$ cat config.mk
export PLATFORM = sky130hd
export DESIGN_NAME = ckor_prio
export DESIGN_NICKNAME = d
export VERILOG_FILES = /design/src/hdl/ckor_pkg.sv /design/src/hdl/ckor_prio.sv
export SDC_FILE = /design/constraint.sdc
export NUM_CORES = 1
export LEC_CHECK = 0
export BUFFER_PORTS_ARGS = -buffer_cell sky130_fd_sc_hd__clkbuf_2
export CAP_MARGIN = 20
export CORE_UTILIZATION = 38
export DETAILED_ROUTE_END_ITERATION = 10
export GPL_TIMING_DRIVEN = 0
export PLACE_DENSITY = 0.91
export SYNTH_ARGS = -nofsm -noshare
export SYNTH_HDL_FRONTEND = slang
export SYNTH_SLANG_ARGS = --single-unit
$ cat constraint.sdc
create_clock -name vclk -period 1.3
set_input_delay 0.065 -clock vclk [all_inputs]
set_output_delay 0.065 -clock vclk [all_outputs]
set_load 0.1 [all_outputs]
$ cat src/hdl/ckor_pkg.sv
// Shared types and constants for the client key table with oldest-entry replacement.
// No dependencies.
package ckor_pkg;

  localparam int KEY_W        = 32;
  localparam int STAMP_W      = 32;
  localparam int MODE_W       = 2;
  localparam int SLOT_W       = 6;
  localparam int USED_W       = 7;
  localparam int DEFAULT_DEPTH = 64;

  localparam logic [MODE_W-1:0] MODE_LOOKUP  = 2'd0;
  localparam logic [MODE_W-1:0] MODE_INSERT  = 2'd1;
  localparam logic [MODE_W-1:0] MODE_REFRESH = 2'd2;

  typedef struct packed {
    logic               key_en;
    logic               stamp_en;
    logic               set_valid;
    logic [KEY_W-1:0]   key;
    logic [STAMP_W-1:0] stamp;
  } cell_wr_t;

endpackage

$ cat src/hdl/ckor_prio.sv
// Lowest-index priority encoder over a flag vector.
// Depends on ckor_pkg.
module ckor_prio import ckor_pkg::*; #(
  parameter int WIDTH = DEFAULT_DEPTH,
  parameter int IDX_W = 6
) (
  input  logic [WIDTH-1:0] flags,
  output logic             any,
  output logic [IDX_W-1:0] idx
);

  always_comb begin
    any = |flags;
    idx = '0;
    for (int i = WIDTH - 1; i >= 0; i--) begin
      if (flags[i]) begin
        idx = IDX_W'(i);
      end
    end
  end

endmodule

# --- Word level (Yosys, flattened, before mapping) ---
# Cells that the tools add are included.
word_totals:
  ff_bits: 0
  wordCells: 65
  out_inout_bits: 7
op_classes:
  muxes: 64
  n_reduce_logical: 1
op_table:
  columns: ["cell", "count"]
  rows:
  - ["6-bit 2-to-1 mux", 64]
  - ["64-bit OR reduction", 1]

# --- Longest topological paths before layout ---
depth:
  depth_word: 64
  mapped_depth: 5

# --- Worst setup path after synthesis ---
# Ideal clock, no wire load.
synth_timing:
  kind: "input-to-output"
  start: "input flags[15]"
  end: "output idx[5]"
  path_stages: 4
  t_arrival_ns: 3.777
  n_path_buf: 0
  path_slack_ns: -2.542
  cell_sequence: "or4_4 > nor2b_2 > nand3_1 > nor4_1"
synth_via:
  elab_chain_len: 16
synth_rtl:
  columns: ["element", "line", "source"]
  rows:
  - ["start, declared", "ckor_prio.sv:7", "input logic [WIDTH-1:0] flags,"]
  - ["6-bit 2-to-1 mux (16 in series)", "ckor_prio.sv:16", "if (flags[i]) begin"]
  - ["end, declared", "ckor_prio.sv:9", "output logic [IDX_W-1:0] idx"]
# No other way between the ends.

# --- Worst setup path after layout ---
layout_timing:
  start: "input flags[62]"
  end: "output any"
layout_via:
  elab_chain_len: 1
layout_rtl:
  columns: ["element", "line", "source"]
  rows:
  - ["64-bit OR reduction", "ckor_prio.sv:13", "any = |flags;"]
  - ["end, declared", "ckor_prio.sv:8", "output logic any,"]
# No other way between the ends.

==> run_summary.xml <==
<?xml version="1.0" encoding="UTF-8"?>
<metrics>
  <group name="drt">
    <metric name="routedWlPerCell" unit="µm">13.7</metric>
    <metric name="detail_route.wirelength" unit="µm">3420</metric>
    <metric name="mean_number_of_vias_per_cell" unit="">6.04</metric>
    <metric name="antenna_violating_nets_post_route" unit="">0</metric>
    <metric name="vias" unit="">1504</metric>
    <metric name="dr.pass1.iters" unit="">4</metric>
    <metric name="first_iter_violations" unit="">28</metric>
    <metric name="drcViolationCount" unit="">0</metric>
  </group>
  <group name="global_route">
    <metric name="first_global_vias" unit="">1303</metric>
    <metric name="antenna_found_initial" unit="">0</metric>
    <metric name="grt.overflow.total" unit="">0</metric>
    <metric name="largest_net_degree_at_the_start_of_global_routing" unit="">6</metric>
    <metric name="grt_first_pass_wirelength" unit="µm">5230</metric>
    <metric name="grt_use_total" unit="%">25.3</metric>
  </group>
  <group name="die">
    <metric name="initial_core_util" unit="%">40.1</metric>
    <metric name="ios" unit="">71</metric>
    <metric name="dieArea" unit="µm²">2530</metric>
    <metric name="total_core_area" unit="µm²">2210</metric>
    <metric name="chipWidth" unit="µm">50.3</metric>
    <metric name="die_height" unit="µm">50.3</metric>
    <metric name="rows" unit="">17</metric>
  </group>
  <group name="power">
    <metric name="comb_power_share" unit="%">100.0</metric>
    <metric name="irDropWorstVdd" unit="V">0.000191</metric>
    <metric name="internal-power" unit="µW">169</metric>
    <metric name="power.switching" unit="µW">230</metric>
    <metric name="share_of_total_power_in_the_clock_network" unit="%">0</metric>
    <metric name="power-per-cell-area" unit="nW/µm²">239</metric>
    <metric name="power.static_leakage" unit="nW">0.661</metric>
    <metric name="swShare" unit="%">57.6</metric>
    <metric name="power.sequential.fraction" unit="%">0</metric>
  </group>
  <group name="cells_and_area">
    <metric name="sequential_cell_total" unit="">0</metric>
    <metric name="area_delta_synth_final" unit="%">88.3</metric>
    <metric name="drive_gt1_share" unit="%">49.8</metric>
    <metric name="finish.net_count" unit="">287</metric>
    <metric name="area.sequential" unit="µm²">0</metric>
    <metric name="final.clkbuf_count" unit="">0</metric>
    <metric name="final.fill_count" unit="">184</metric>
    <metric name="n_antenna_cell" unit="">0</metric>
  </group>
  <group name="placement">
    <metric name="gp_routability_congestion" unit="">0.802</metric>
    <metric name="place_hpwl" unit="µm">2530</metric>
    <metric name="placement.io_buffers" unit="">71</metric>
  </group>
  <group name="sta">
    <metric name="setup_violations" unit="">7</metric>
    <metric name="timing.hold.ws" unit="ns">0.621</metric>
    <metric name="sum_of_negative_setup_slack" unit="ns">-2.15</metric>
    <metric name="layout_min_cycle_time" unit="ns">1.68</metric>
    <metric name="timing.final.crit_share" unit="%">129</metric>
    <metric name="fmax" unit="MHz">595</metric>
    <metric name="slew-limit-headroom" unit="%">56.7</metric>
    <metric name="grt_setup_unrepaired" unit="">true</metric>
    <metric name="finalWorstSetupSlack" unit="ns">-0.382</metric>
    <metric name="finalMaxSlewViolations" unit="">0</metric>
    <metric name="finalHoldViolCount" unit="">0</metric>
    <metric name="max_slew.worst_pin.slew" unit="ns">0.643</metric>
  </group>
  <group name="setup_path">
    <metric name="max_stage_delay" unit="ns">0.54</metric>
    <metric name="timing.critical_path.to" unit="">any</metric>
    <metric name="timing.critical_path.required" unit="ns">1.24</metric>
    <metric name="setup.worst_path.start" unit="">flags[62]</metric>
    <metric name="critical_path_class" unit="">input pin to primary output</metric>
    <metric name="signal_arrival_time_at_the_worst_endpoint" unit="ns">1.62</metric>
    <metric name="critPathLaunchType" unit="">input pin</metric>
    <metric name="timing.critical_path.to_type" unit="">primary output</metric>
    <metric name="critical_path_cell_by_cell" unit="">buf_6 &gt; or4_4 &gt; nor4b_4 &gt; nand3_2 &gt; nor2_4 &gt; nand3b_1 &gt; clkbuf_16</metric>
    <metric name="timing.critical_path.slowest_stage_cell" unit="">sky130_fd_sc_hd__or4_4</metric>
    <metric name="crit_fanout" unit="">3</metric>
  </group>
  <group name="yosys">
    <metric name="syn_inst" unit="">145</metric>
    <metric name="synth_area" unit="µm²">887</metric>
    <metric name="synth-seq-area-share" unit="%">0</metric>
    <metric name="synthesis.nets" unit="">209</metric>
    <metric name="synthesis.yosys.warnings" unit="">0</metric>
    <metric name="synth_cell_types" unit="">40</metric>
    <metric name="syn-mean-instance-area" unit="µm²">6.12</metric>
  </group>
  <group name="min_path">
    <metric name="min-delay-path-class" unit="">input pin to primary output</metric>
    <metric name="startpoint_of_the_tightest_hold_check_path" unit="">flags[1]</metric>
  </group>
  <group name="outcome">
    <metric name="failed_checks" unit="">setup timing</metric>
    <metric name="status" unit="">finished, violations left</metric>
  </group>
  <group name="job">
    <metric name="drv.max_cap_violation_count" unit="">0</metric>
  </group>
</metrics>
-- stage by stage --
step                      total power [mW]  setup slack, ns  area [µm²]  util [%]  std cells
after floorplan                      0.152           -0.654         986         -        145
after global placement               0.331           -0.593        1380      62.2        244
after detailed placement             0.337           -0.589        1380      62.2        244
after CTS                            0.374           -0.393        1570      71.0        247
after global routing                 0.428           -0.464        1670      75.5        249
final                                0.399           -0.382        1670      75.5        249
-- worst min-delay path by stage --
stage	to	slack (ns)	cells past startpoint
final	idx[5]	0.62	5
after global routing	idx[5]	0.64	5
after CTS	idx[3]	0.65	5
after global placement	idx[3]	0.80	5
after detailed placement	idx[3]	0.80	5
after floorplan	idx[4]	0.39	3
-- synthesized netlist by cell type, drive strengths merged (3+ instances only) --
cell type | count | area share (%)
nor2 | 20 | 8.7
nor4 | 18 | 16
nor3 | 12 | 6.8
a21oi | 10 | 5.6
inv | 10 | 4.2
nand2 | 9 | 3.8
nand3 | 7 | 4.5
o21ai | 7 | 3.9
nor2b | 5 | 3.8
or4 | 5 | 5.1
nand2b | 4 | 2.8
o211ai | 4 | 3.4
a21boi | 3 | 2.5
o21a | 3 | 2.5
o21bai | 3 | 2.5
o311ai | 3 | 3.0
o31ai | 3 | 2.5
or3 | 3 | 2.1
-- area by class of cell --
cell class / count / area [µm²] / share of cell area, %
well taps: 28 / 35.0 / 2.10
repair buffers: 76 / 531 / 31.8
inverters: 10 / 37.5 / 2.25
multi-input cells: 135 / 1070 / 63.9
-- layout by cell type, fill, tap and decap left out, drive strengths merged, types with 4 or more instances in the layout --
cell / n
nor4: 18
inv: 10
o21ai: 7
nor2b: 5
buf: 10
a21oi: 10
nand2: 9
clkbuf: 66
nand2b: 4
or4: 5
nor2: 20
o211ai: 4
nor3: 12
nand3: 7
-- routing by layer --
layer	up-vias	wire, µm	global-route usage (%)	part of all wire [%]
met3	12	199	0.303	5.8
met5	-	0	0	0
met2	75	1790	50.7	52
met4	0	90	1.85	2.6
li1	737	-	-	-
met1	680	1340	30.6	39
-- power by group through the flow --
stage,Combinational [mW],Clock [mW],Sequential (mW)
floorplan,0.152,0,0
global placement,0.331,0,0
detailed placement,0.337,0,0
CTS,0.374,0,0
global route,0.428,0,0
finish,0.399,0,0
-- critical path: cells and delay by family --
family	cells	cell delay [ns]
buffers and inverters	2	0.31
AND/OR/NAND/NOR	5	1.23
-- cells by family after synthesis --
logic type / count (synthesis) / synth area share, %
AO/OA/AOI/OAI: 47 / 36.4
AND/OR/NAND/NOR: 88 / 59.4
buffers and inverters: 10 / 4.23
-- timing repair --
action                     in CTS  in global routing
gates resized for setup        34                 19
setup endpoints to repair       7                  7
hold buffers                    0                  0
pin swaps                      10                  3
setup buffers                   3                  2
Note: power is estimated with default switching activity, not from simulation.
