**src/hdl/ckor_pkg.sv**
```systemverilog
// Shared types and constants for the client key table with oldest-entry replacement.
// No dependencies.
package ckor_pkg;

  localparam int KEY_W        = 32;
  localparam int STAMP_W      = 32;
  localparam int MODE_W       = 2;
  localparam int SLOT_W       = 6;
  localparam int USED_W       = 7;
  localparam int DEFAULT_DEPTH = 64;

  localparam logic [MODE_W-1:0] MODE_LOOKUP  = 2'd0;
  localparam logic [MODE_W-1:0] MODE_INSERT  = 2'd1;
  localparam logic [MODE_W-1:0] MODE_REFRESH = 2'd2;

  typedef struct packed {
    logic               key_en;
    logic               stamp_en;
    logic               set_valid;
    logic [KEY_W-1:0]   key;
    logic [STAMP_W-1:0] stamp;
  } cell_wr_t;

endpackage

```
**src/hdl/ckor_cell.sv**
```systemverilog
// One table cell: key, stamp and valid bit, key compare, and one step of the oldest-stamp chain.
// Depends on ckor_pkg.
module ckor_cell import ckor_pkg::*; #(
  parameter int IDX_W    = 6,
  parameter int CELL_IDX = 0,
  parameter bit FIRST    = 1'b0
) (
  input  logic               clk,
  input  logic               rst,
  input  logic               sel,
  input  cell_wr_t           wr,
  input  logic [KEY_W-1:0]   cmp_key,
  output logic               match,
  output logic               valid,
  input  logic [STAMP_W-1:0] carry_stamp_in,
  input  logic [IDX_W-1:0]   carry_idx_in,
  output logic [STAMP_W-1:0] carry_stamp,
  output logic [IDX_W-1:0]   carry_idx
);

  logic [KEY_W-1:0]   key;
  logic [STAMP_W-1:0] stamp;
  logic               take_own;

  always_ff @(posedge clk) begin
    if (rst) begin
      valid <= 1'b0;
    end else if (sel && wr.set_valid) begin
      valid <= 1'b1;
    end
  end

  always_ff @(posedge clk) begin
    if (sel && wr.key_en) begin
      key <= wr.key;
    end
    if (sel && wr.stamp_en) begin
      stamp <= wr.stamp;
    end
  end

  assign match    = valid && (key == cmp_key);
  assign take_own = FIRST || (stamp < carry_stamp_in);

  // advance the running minimum one cell per cycle; ties keep the lower index
  always_ff @(posedge clk) begin
    if (take_own) begin
      carry_stamp <= stamp;
      carry_idx   <= IDX_W'(CELL_IDX);
    end else begin
      carry_stamp <= carry_stamp_in;
      carry_idx   <= carry_idx_in;
    end
  end

endmodule

```
**config.mk**
```make
export PLATFORM = sky130hd
export DESIGN_NAME = ckor_cell
export DESIGN_NICKNAME = d
export VERILOG_FILES = /design/src/hdl/ckor_pkg.sv /design/src/hdl/ckor_cell.sv
export SDC_FILE = /design/constraint.sdc
export NUM_CORES = 1
export LEC_CHECK = 0
export BUFFER_PORTS_ARGS = -buffer_cell sky130_fd_sc_hd__buf_2
export CORE_ASPECT_RATIO = 0.7
export CORE_MARGIN = 1
export CORE_UTILIZATION = 43
export CTS_CLUSTER_SIZE = 40
export DETAILED_ROUTE_END_ITERATION = 16
export GPL_ROUTABILITY_DRIVEN = 0
export PLACE_DENSITY_LB_ADDON = 0.2
export SLEW_MARGIN = 5
export SYNTH_ARGS = -nofsm -noshare
export SYNTH_HDL_FRONTEND = slang
export SYNTH_SLANG_ARGS = --single-unit
```
**constraint.sdc**
```tcl
create_clock -name clk -period 2.5 [get_ports clk]
set_input_delay 0 -clock clk [delete_from_list [all_inputs] [get_ports clk]]
set_output_delay 0 -clock clk [all_outputs]
set_load 0.02 [all_outputs]
```
**After elaboration in Yosys (flattened, before gate mapping)**

Cells that the tools add are included.

- Output and inout port bits: 40
- Register bits: 103

- Equality and inequality tests: 1
- Muxes and demuxes: 1
- Reductions and logical operators: 4
- Magnitude comparators: 1

Operator list:

| cell | count |
|---|---|
| == test 32 bit | 1 |
| less-than comparator 32 bit | 1 |
| two-way mux 32 bit | 1 |
| logical AND 1 bit | 4 |

**Logic depth before layout (Yosys ltp)**

- Word-level depth: 2
- Gate-level depth with buffers: 10

**Worst setup path before layout**

OpenSTA, ideal clock, no wires.

- Path kind: reg2reg
- From: reg stamp[6]
- To: reg carry_stamp[27]
- Period minus slack after synthesis: 2.330 ns
- Data arrival time: 2.208 ns
- Cell stages (with the launch flop): 10
- Data required time: 2.379 ns
- Library setup time: 0.121 ns
- Path buffers: 2
- Path slack: 0.170 ns
- Path through: edfxtp_1 > ha_1 > a21o_1 > a221oi_1 > o31ai_1 > a211oi_1 > o311a_1 > buf_6 > buf_6 > mux2_4

- Word-level cells in the longest chain between the ends: 2

RTL lines:

| item | line | text |
|---|---|---|
| start, declared | ckor_cell.sv:22 | `logic [STAMP_W-1:0] stamp;` |
| start signal, assigned | ckor_cell.sv:38 | `stamp <= wr.stamp;` |
| less-than comparator 32 bit | ckor_cell.sv:43 | `assign take_own = FIRST \|\| (stamp < carry_stamp_in);` |
| two-way mux 32 bit | ckor_cell.sv:47 | `if (take_own) begin` |
| end signal, assigned | ckor_cell.sv:48 | `carry_stamp <= stamp;` |
| end signal, assigned | ckor_cell.sv:51 | `carry_stamp <= carry_stamp_in;` |
| end, declared | ckor_cell.sv:17 | `output logic [STAMP_W-1:0] carry_stamp,` |

No other way between the ends.
A chain may end at the register's enable or synchronous reset.

**Final worst setup path**

- From: reg stamp[6]
- To: reg carry_stamp[7]

Same word-level chain as after synthesis.

==> run_results.csv <==
group,metric,value,unit
detailed_routing,wl_per_cell,13.8,um
synthesis,synth-seq-cells,103,
sta,worstMarginPinSlew,0.802,ns
sta,fmax,399,MHz
clock_network,clock-sinks,103,
cells_and_area,area_growth,58.2,%
cells_and_area,fin_cells,727,
global_route,grt_pass1_wl,15200,um
detailed_routing,wirelength,10000,um
critical_path,worstPathArrival,2.73,ns
clock_network,cts_tree,"yes",
power,ir_worst_vdd,449,uV
critical_path,critPathCaptureType,"flip-flop",
global_route,overflow,0,
detailed_routing,drc_errors,0,
clock_network,cts_buffers,9,
critical_path,crit_chain,"ha_1, a21o_1, a221oi_2, o31ai_2, a211oi_2, buf_4, o311a_4, buf_12, mux2_2",
critical_path,cp_data_required_time,2.73,ns
clock_network,clk_latency,0.34,ns
run,cap_viol_max_count,0,
synthesis,ys_async_sr_fraction,0,
sta,relSlewSlack,0.465,
min_path,worstHoldPathCells,2,
place,pre_cts_ws,-0.0890,ns
detailed_routing,drtPass1Iterations,4,
run_status,violations,"negative setup slack",
run_status,status,"finished, violations left",
power,power_leakage,0.00312,uW
global_route,antenna_found_initial,0,
critical_path,reg2reg_depth,9,
floorplan,ioPinCount,180,
cells_and_area,nFillCells,701,
cells_and_area,nNetsFinal,765,
global_route,grt_max_degree,33,
sta,min_period,2.51,ns
critical_path,cp_num_cells,9,
floorplan,die_area,10500,um^2
floorplan,fp-row-count,30,
global_route,grt_usage,0.194,
sta,rsz0062_at_grt,"yes",
clock_network,htree_levels,3,
sta,setup_viol,10,
place,portBuffers,179,
clock_network,cts_max_path_buffers,2,
sta,fin_ws,-0.00860,ns
place,placed_cells,605,
synthesis,synth-seq-area-share,0.622,
critical_path,cp-start-kind,"flip-flop",
critical_path,r2r_slack,-0.009,ns
cells_and_area,final_util,0.705,
place,dp_hpwl,6600,um
synthesis,synthCells,297,
sta,post-route-period-util,1.00,
detailed_routing,num_vias,3266,
sta,hold_viol,0,
detailed_routing,vias_per_cell,4.49,
critical_path,path_max_fanout,12,
sta,timing.hold.ws,0.366,ns
synthesis,synth_nets,468,
clock_network,clk_pin_slew_worst_paths,0.07,ns
power,power.density,626,nW/um^2
critical_path,cpPeakStageDelay,0.39,ns
floorplan,coreArea,9760,um^2
synthesis,synth_ff_type,"edfxtp_1",
floorplan,die_width,122,um
cells_and_area,diodes,0,
detailed_routing,drt_iter0_markers,110,
synthesis,synth_warnings,0,
floorplan,die_h,86.1,um
sta,skew,0.00652,ns
detailed_routing,ant_nets,0,
clock_network,post_cts_buffers,0,
sta,slew_viol_final,0,
power,power,4310,uW
clock_network,clockRootBuffer,"clkbuf_16",
critical_path,path_delay_family,"compound AO/OA/AOI/OAI gates",
min_path,hp-class,"primary input to flip-flop",
critical_path,critPathBufInv,2,
floorplan,start_util,0.446,
critical_path,crit_slowest_cell,"edfxtp_1",
synthesis,synth_cell_type_count,33,
global_route,first_global_vias,3272,
synthesis,netlist_area,4350,um^2
cells_and_area,drive_above_1_share,0.401,
synthesis,synth_edf_count,64,
critical_path,crit_type,"flip-flop to flip-flop",
synthesis,synth_area_per_cell,14.6,um^2
-- cells in the mapped netlist (all sizes together) (2+ instances only) --
library cell,number,share of area
a21oi,9,0.010
dfxtp,39,0.18
o21ai,2,0.0023
mux2,32,0.095
and4,3,0.0060
inv,31,0.027
and2,3,0.0043
edfxtp,64,0.44
ha,31,0.089
xor2,4,0.0081
xnor2,28,0.056
nand3,4,0.0046
a221oi,3,0.0060
nor4,3,0.0043
nand4,10,0.014
buf,4,0.012
nor2,3,0.0026
a21o,3,0.0052
nor2b,6,0.0086
nand2,6,0.0052
-- layer usage --
layer | vias to the layer above | part of all wire | GRT usage
li1 | 1662 | - | -
met1 | 1489 | 0.42 | 0.224
met2 | 99 | 0.51 | 0.343
met3 | 16 | 0.054 | 0.0552
met4 | 0 | 0.015 | 0.0687
met5 | - | 0 | 0
-- through the flow --
step	TNS [ns]	instance area, um^2
2_1_floorplan	0	4350
3_3_place_gp	-0.125	5410
3_5_place_dp	-1.95	5410
4_1_cts	0	6810
5_1_grt	-2.96	6880
6_report	-0.0611	6880
-- final timing paths --
| kind | start | to |
|---|---|---|
| max | stamp[6]$_DFFE_PP_ | carry_stamp[7]$_DFF_P_ |
| min | wr[39] | key[7]$_DFFE_PP_ |
| max reg2reg | stamp[6]$_DFFE_PP_ | carry_stamp[7]$_DFF_P_ |
| min reg2reg | stamp[0]$_DFFE_PP_ | carry_stamp[0]$_DFF_P_ |
-- final cells by class --
| cell class | count | area, um^2 | area share |
|---|---|---|---|
| repair buffers | 290 | 2040 | 0.297 |
| flip-flops and latches | 103 | 2700 | 0.393 |
| clock inverters | 3 | 40.0 | 0.00582 |
| multi-input cells | 159 | 1550 | 0.225 |
| clock buffers | 13 | 272 | 0.0395 |
| well taps | 128 | 160 | 0.0233 |
| inverters | 31 | 116 | 0.0169 |
-- registers in the layout, summed over array words and instances (netlist names) --
register and cells:
carry_idx 6, carry_stamp 32, key 32, stamp 32, valid 1
-- cell usage in the layout, fill, tap and decap left out, types with 2 or more instances in the layout --
cell	Yosys	final
nor4_1	3	3
mux2_4	14	21
nand4_1	10	10
buf_4	1	3
clkbuf_1	0	2
a21oi_1	9	9
xor2_1	4	4
a21o_1	3	3
nand3_1	4	4
nor2_1	3	3
edfxtp_1	64	64
clkbuf_16	0	11
dlygate4sd3_1	0	104
and4_1	3	3
clkinv_2	0	2
a221oi_1	3	2
inv_1	31	31
xnor2_1	28	28
mux2_2	18	11
ha_1	31	30
nor2b_1	6	6
buf_2	0	179
nand2_1	6	6
o21ai_0	2	2
dfxtp_1	39	39
-- report_power, final --
part | switching (uW) | internal (uW) | total (uW)
Sequential | 56.9 | 1970 | 2020
Combinational | 373 | 480 | 853
Clock | 574 | 861 | 1430
-- kinds of logic after synthesis --
family,after synthesis,share of synthesized area
AO/OA/AOI/OAI,23,0.0371
buffers and inverters,35,0.0383
multiplexers,32,0.0950
adder cells (fa/ha/maj),31,0.0892
XOR/XNOR,32,0.0645
AND/OR/NAND/NOR,41,0.0544
flip-flops,103,0.622
-- repair_timing --
| action | in CTS | in global routing |
|---|---|---|
| cloned | 1 | 1 |
| gates resized for setup | 4 | 10 |
| pin swaps | 2 | 1 |
| hold endpoints to repair | 103 | 0 |
| hold buffers | 104 | 0 |
| setup endpoints to repair | 32 | 34 |
Power figures use the tool's default switching activity.
